$ cat config.mk
export PLATFORM = sky130hd
export DESIGN_NAME = tdacc_div
export DESIGN_NICKNAME = d
export VERILOG_FILES = /design/src/track_density_accumulator_unit_macros.svh /design/src/tdacc_pkg.sv /design/src/tdacc_div.sv
export SDC_FILE = /design/constraint.sdc
export NUM_CORES = 1
export LEC_CHECK = 0
export BUFFER_PORTS_ARGS = -buffer_cell sky130_fd_sc_hd__buf_2
export CORE_UTILIZATION = 55
export DETAILED_ROUTE_END_ITERATION = 12
export MAX_ROUTING_LAYER = met4
export PLACE_DENSITY = 0.82
export SYNTH_ARGS = -nofsm -noshare
export SYNTH_HDL_FRONTEND = slang
export SYNTH_SLANG_ARGS = --single-unit
export TNS_END_PERCENT = 10
$ cat constraint.sdc
create_clock -name i_clk -period 2.83 [get_ports i_clk]
set_clock_uncertainty 0.05 [all_clocks]
set_input_delay 0.283 -clock i_clk [delete_from_list [all_inputs] [get_ports i_clk]]
set_output_delay 0.283 -clock i_clk [all_outputs]
set_load 0.05 [all_outputs]
$ cat src/track_density_accumulator_unit_macros.svh
// Assertion helpers for the file that checks its own logic.
`ifndef TRACK_DENSITY_ACCUMULATOR_UNIT_MACROS_SVH
`define TRACK_DENSITY_ACCUMULATOR_UNIT_MACROS_SVH

// Same-cycle implication, sampled on i_clk, masked while i_rst_n is low.
`define TDACC_ASSERT_IMP(name, ante, cons) \
    name: assert property (@(posedge i_clk) disable iff (!i_rst_n) (ante) |-> (cons)) \
        else $error("tdacc check failed");

// Next-cycle implication, sampled on i_clk, masked while i_rst_n is low.
`define TDACC_ASSERT_NXT(name, ante, cons) \
    name: assert property (@(posedge i_clk) disable iff (!i_rst_n) (ante) |=> (cons)) \
        else $error("tdacc check failed");

`endif

$ cat src/tdacc_pkg.sv
`default_nettype none
package tdacc_pkg;

    localparam int AXIS_MAX    = 64;
    localparam int COUNT_BITS  = 32;

    localparam int STORE_DEPTH = AXIS_MAX * AXIS_MAX * AXIS_MAX;
    localparam int ADDR_W      = $clog2(STORE_DEPTH);
    localparam int VIDX_W      = 18;
    localparam int IDX_W       = (ADDR_W > VIDX_W) ? ADDR_W : VIDX_W;
    localparam int IDX_CMP_W   = IDX_W + 1;
    localparam int AX_W        = $clog2(AXIS_MAX);
    localparam int DIM_W       = $clog2(AXIS_MAX + 1);

    localparam int DIM_REG_W   = 7;
    localparam int SIZE_W      = 16;
    localparam int COORD_W     = 24;
    localparam int QUOT_W      = COORD_W - 1;
    localparam int DIV_STEPS   = QUOT_W;
    localparam int STEP_W      = $clog2(DIV_STEPS);
    localparam int COUNT_OUT_W = 32;
    localparam int CFG_IDX_W   = 3;
    localparam int CFG_DATA_W  = 16;

    localparam logic OP_ACCUM = 1'b0;
    localparam logic OP_READ  = 1'b1;

    typedef enum logic [CFG_IDX_W-1:0] {
        CFG_DIM_X  = 3'd0,
        CFG_DIM_Y  = 3'd1,
        CFG_DIM_Z  = 3'd2,
        CFG_SIZE_X = 3'd3,
        CFG_SIZE_Y = 3'd4,
        CFG_SIZE_Z = 3'd5
    } t_cfg_idx;

    typedef struct packed {
        logic load;
        logic step;
    } t_div_ctrl;

    function automatic logic [DIM_W-1:0] eff_dim(input logic [DIM_REG_W-1:0] d);
        logic [DIM_W-1:0] res;
        if (d == '0) begin
            res = DIM_W'(1);
        end else if (32'(d) > AXIS_MAX) begin
            res = DIM_W'(AXIS_MAX);
        end else begin
            res = DIM_W'(d);
        end
        return res;
    endfunction

endpackage
`default_nettype wire

$ cat src/tdacc_div.sv
`default_nettype none
module tdacc_div (
    input  logic                             i_clk,
    input  tdacc_pkg::t_div_ctrl             i_ctrl,
    input  logic [tdacc_pkg::QUOT_W-1:0]     i_dividend,
    input  logic [tdacc_pkg::SIZE_W-1:0]     i_divisor,
    output logic [tdacc_pkg::QUOT_W-1:0]     o_quot
);
    import tdacc_pkg::*;

    logic [SIZE_W-1:0] r_rem, n_rem;
    logic [SIZE_W-1:0] r_den, n_den;
    logic [QUOT_W-1:0] r_quo, n_quo;
    logic [SIZE_W:0]   trial;
    logic              qbit;

    always_comb begin
        n_rem = r_rem;
        n_den = r_den;
        n_quo = r_quo;
        trial = {r_rem, r_quo[QUOT_W-1]};
        qbit  = 1'b0;
        if (i_ctrl.load) begin
            n_rem = '0;
            n_quo = i_dividend;
            n_den = (i_divisor == '0) ? SIZE_W'(1) : i_divisor;
        end else if (i_ctrl.step) begin
            if (trial >= {1'b0, r_den}) begin
                n_rem = SIZE_W'(trial - {1'b0, r_den});
                qbit  = 1'b1;
            end else begin
                n_rem = trial[SIZE_W-1:0];
            end
            n_quo = {r_quo[QUOT_W-2:0], qbit};
        end
    end

    always_ff @(posedge i_clk) begin
        r_rem <= n_rem;
        r_den <= n_den;
        r_quo <= n_quo;
    end

    assign o_quot = r_quo;

endmodule
`default_nettype wire

[Word level (Yosys, flattened, before mapping)]
Index checks and enable logic that the tools add are counted.
Storage, ports and cells
  logic and storage cells: 11
  bits in writable memories: 0
  register bits after elaboration: 55
  bits of input ports: 42
  latch bits: 0
  memories: 0
  ROM bits: 0
Operators by class
  reduce and logical (&&, ||, !) cells: 2
  div/mod/pow operators: 0
  shift operators: 0
  equal/unequal tests: 0
  bitwise logic cells: 0
  muxes and demuxes: 4
  $mul: 0
  magnitude comparators: 1
  add/sub/neg operators: 1
Operators with widths (count)
  23-bit two-way mux: 2
  17-bit by 16-bit greater-or-equal comparator with 1-bit output: 1
  16-bit logical NOT: 1
  16-bit two-way mux: 1
  16-bit subtractor: 1
  2-bit nonzero test: 1
  1-bit two-way mux: 1

[Logic depth before layout (Yosys ltp)]
  word-level depth: 4
  mapped depth: 10
  mapped depth without buffers: 9

[Least setup slack after synthesis]
OpenSTA, ideal clock, no wires.
  path type: flip-flop to flip-flop
  start point: register r_quo[22] (netlist: o_quot[22])
  end point: register r_rem[10]
  path buffers: 0
  cell stages (with the launch flop): 10
  data arrival time: 2358 ps
  required time: 2689 ps
  period minus slack after synthesis: 2499 ps
  setup slack: 331 ps
  path through: edfxtp_1 inv_1 ha_1 fa_1 nand2b_1 a211o_1 a21boi_0 or3_1 nand3_1 a311oi_1
On the way
  word-level cells in the longest chain between the ends: 2
Ends and longest elaborated chain
  from (decl): RTL line tdacc_div.sv:13  | logic [QUOT_W-1:0] r_quo, n_quo;
  from (signal assigned): RTL line tdacc_div.sv:41  | r_quo <= n_quo;
  16-bit subtractor or 17-bit by 16-bit greater-or-equal comparator with 1-bit output (tied branches): RTL line tdacc_div.sv:29, tdacc_div.sv:28
  16-bit two-way mux *: RTL line tdacc_div.sv:28  | if (trial >= {1'b0, r_den}) begin
  to (signal assigned): RTL line tdacc_div.sv:39  | r_rem <= n_rem;
  to (decl): RTL line tdacc_div.sv:11  | logic [SIZE_W-1:0] r_rem, n_rem;
Every way passes the cells marked *; elsewhere a longest branch is shown, timed or not.
A chain may end at the register's enable or synchronous reset.

[Final worst setup path]
  start point: register r_rem[5]
  end point: register r_rem[15]
On the way
  word-level cells in the longest chain between the ends: 2
Ends and longest elaborated chain (RTL line)
  16-bit subtractor or 17-bit by 16-bit greater-or-equal comparator with 1-bit output (tied branches): tdacc_div.sv:29, tdacc_div.sv:28
  16-bit two-way mux *: tdacc_div.sv:28
Marked as above.

==> impl_metrics.ini <==
[critical_path]
crit_family = compound AO/OA/AOI/OAI gates
worstSetupPathType = reg -> reg
endpoint_kind = flop
worst_ep_required_time_ns = 2.99
cp.arrival_ns = 2.84
crit_chain = ha_1 -> a21oi_2 -> o21ai_1 -> a31oi_2 -> a31oi_2 -> or2_2 -> a32o_1
cp_max_fo = 13
cp_common_cell = a31oi_2
cp_slowest_cell = ha_1
start_kind = flop
critPathBufInv = 0
max_stage_delay_ns = 0.40

[synthesis]
syn_nets = 368
synth-edff-count = 39
avgSynthCellArea_um2 = 10.36
synth_area_leaders = edfxtp_1 (37%), dfxtp_1 (10%), mux2_2 (7.7%), ha_1 (6.3%), nand2_1 (2.8%)
ys_seq_elements = 55
yosysSeqAreaShare_pct = 46.60
ys_async_sr_fraction_pct = 0
yosys.area.top_type = edfxtp_1
synthFlopType = edfxtp_1
syn_area_mm2 = 0.003201
synth_top_area_share_pct = 36.59
netlist_instances = 309
netlist-cell-type-count = 53
yosys_warnings = 0

[floorplan]
start_util_pct = 57.42
io_pins = 65
die_h_um = 78.29
die_area_mm2 = 0.006129
rows = 27
die_w_um = 78.29
core-area_mm2 = 0.005574

[finish]
fin_util_pct = 65.01
final_cell_mix = buf_2 (64), edfxtp_1 (39), nand2_1 (24)
final_cell_area_mm2 = 0.003623
nNetsFinal = 418
diodes = 0
mostFrequentLayoutCell = buf_2
layout-drive-gt1-share_pct = 29.44
layout.cells.non_filler = 432
area_delta_synth_final_pct = 13.21
nFillCells = 480

[placed_design]
hpwlAfterDp_um = 5393
place_inst = 423
placed_area_mm2 = 0.003522
gp_congestion = 0.9051
io_buffer_count = 64
dp_slack_ns = 0.1793

[cts]
ctsRootBufferMaster = clkbuf_8
worst_setup_hold_path_clk_slew_ns = 0.10
cts_tree = yes
clock-sinks = 55
clkLatencyLatePin_ns = 0.31
cts_setup_buffers = 0
cts_buffers = 5
post_cts_resized = 0
htree_num_levels = 2
cts.path.max_buffers = 2

[power_and_ir_drop]
fin_total_pwr_mw = 1.978
peakVddDrop_mv = 0.3886
p_leak_nw = 1.531
powerDensity_mw_per_mm2 = 545.8

[drt]
routed_wl_um = 7164
drtIter0Drc = 131
ant_nets = 0
post-route-drc-count = 0
drt_first_pass_iters = 4
wire_per_inst_um = 16.58
viasPerCell = 5.813
dr_total_vias = 2511

[min_path]
min_path_type = in -> reg

[timing]
setup_viol = 0
worst_slew_pin_slew_ns = 0.6990
hold_slack_ns = 0.1064
drv_slew = 0
post-route-period-util_pct = 94.54
layout_setup_ws_ns = 0.1544
grt_setup_unrepaired = false
finalSetupTns_ns = 0
clock.fmax_mhz = 373.7
slew_headroom_pct = 53.25
hold_viol = 0
min_period_ns = 2.676

[global_route]
grt_pass1_wl_um = 11500
grtUsageTotal_pct = 25.19
grt-ovfl-total = 0
grt_pass1_vias = 2461
antenna_found_initial = 0
grt_max_degree = 28

[flow_run]
maxCapViolCount = 0

[status]
status = complete, no violations
==> cells in the mapped netlist, drive strengths merged (2+ instances only) <==
library cell  instances
xnor2                 5
o21bai                3
a31o                  2
a211oi                5
a311oi                4
a31oi                 4
nand4                 3
edfxtp               39
inv                  23
mux2                 22
nand2b                9
nand3                 5
xor2                  4
o21ai                17
buf                   4
ha                   16
nor4                  6
nor2                 22
clkbuf               21
or3                   2
mux2i                 8
o31ai                 3
dfxtp                16
nand2                25
o211ai                2
and3                  3
a21o                  3
a21oi                16
==> sequential cells by signal, indices dropped and copies added (netlist names) <==
name / cells
o_quot: 23
r_den: 16
r_rem: 16
==> report_power, final <==
| part | switching (mW) | internal [mW] |
|---|---|---|
| clock network | 0.264 | 0.178 |
| registers | 0.0369 | 0.941 |
| logic | 0.364 | 0.194 |
| total | 0.665 | 1.31 |
==> final timing paths <==
| path | start | to | slack, ns | depth (start not counted) |
|---|---|---|---|---|
| worst min-delay path | i_divisor[12] | r_den[12]$_SDFFCE_PN0P_ | 0.11 | 1 |
| worst max-delay path | r_rem[5]$_SDFFE_PP0P_ | r_rem[15]$_SDFFE_PP0P_ | 0.15 | 7 |
| worst max register to register | r_rem[5]$_SDFFE_PP0P_ | r_rem[15]$_SDFFE_PP0P_ | 0.15 | 7 |
| worst min register to register | r_rem[4]$_SDFFE_PP0P_ | r_rem[4]$_SDFFE_PP0P_ | 0.43 | 2 |
==> worst reg2reg max path: stages (launching register included) <==
cell and delay (ns):
dfxtp_1 0.35, ha_1 0.40, a21oi_2 0.26, o21ai_1 0.17
a31oi_2 0.37, a31oi_2 0.34, or2_2 0.38, a32o_1 0.26
==> logic make-up (layout without fill, tap and decap cells) <==
logic type / count (synthesis) / in the layout / share of synthesized area [%]
mux: 30 / 30 / 10.24
fa+ha+maj: 17 / 17 / 6.880
simple gates: 82 / 82 / 12.74
buf+inv: 48 / 98 / 6.177
compound gates: 68 / 69 / 14.89
xor+xnor: 9 / 9 / 2.463
flops: 55 / 55 / 46.60
==> metal layers <==
layer | track usage (%) | wire length (um) | vias to the layer above
met1 | 31.77 | 3245 | 1194
met2 | 41.14 | 3447 | 79
li1 | - | - | 1223
met5 | - | 0 | -
met3 | 4.535 | 345 | 15
met4 | 8.333 | 125 | 0
==> area by class of cell <==
class | count | area [um^2] | share of cell area [%]
Sequential cell | 55 | 1491 | 41.16
Multi-Input combinational cell | 207 | 1524 | 42.06
Clock inverter | 2 | 16.27 | 0.4489
Inverter | 23 | 86.33 | 2.383
Timing Repair Buffer | 67 | 342.8 | 9.461
Tap cell | 72 | 90.09 | 2.486
Clock buffer | 6 | 72.57 | 2.003
==> what timing repair did <==
action / 4_1_cts / 5_1_grt
hold buffers: 0 / 0
endpoints found under the setup margin: 0 / 2
endpoints found under the hold margin: 0 / 0
Power figures use the tool's default switching activity.
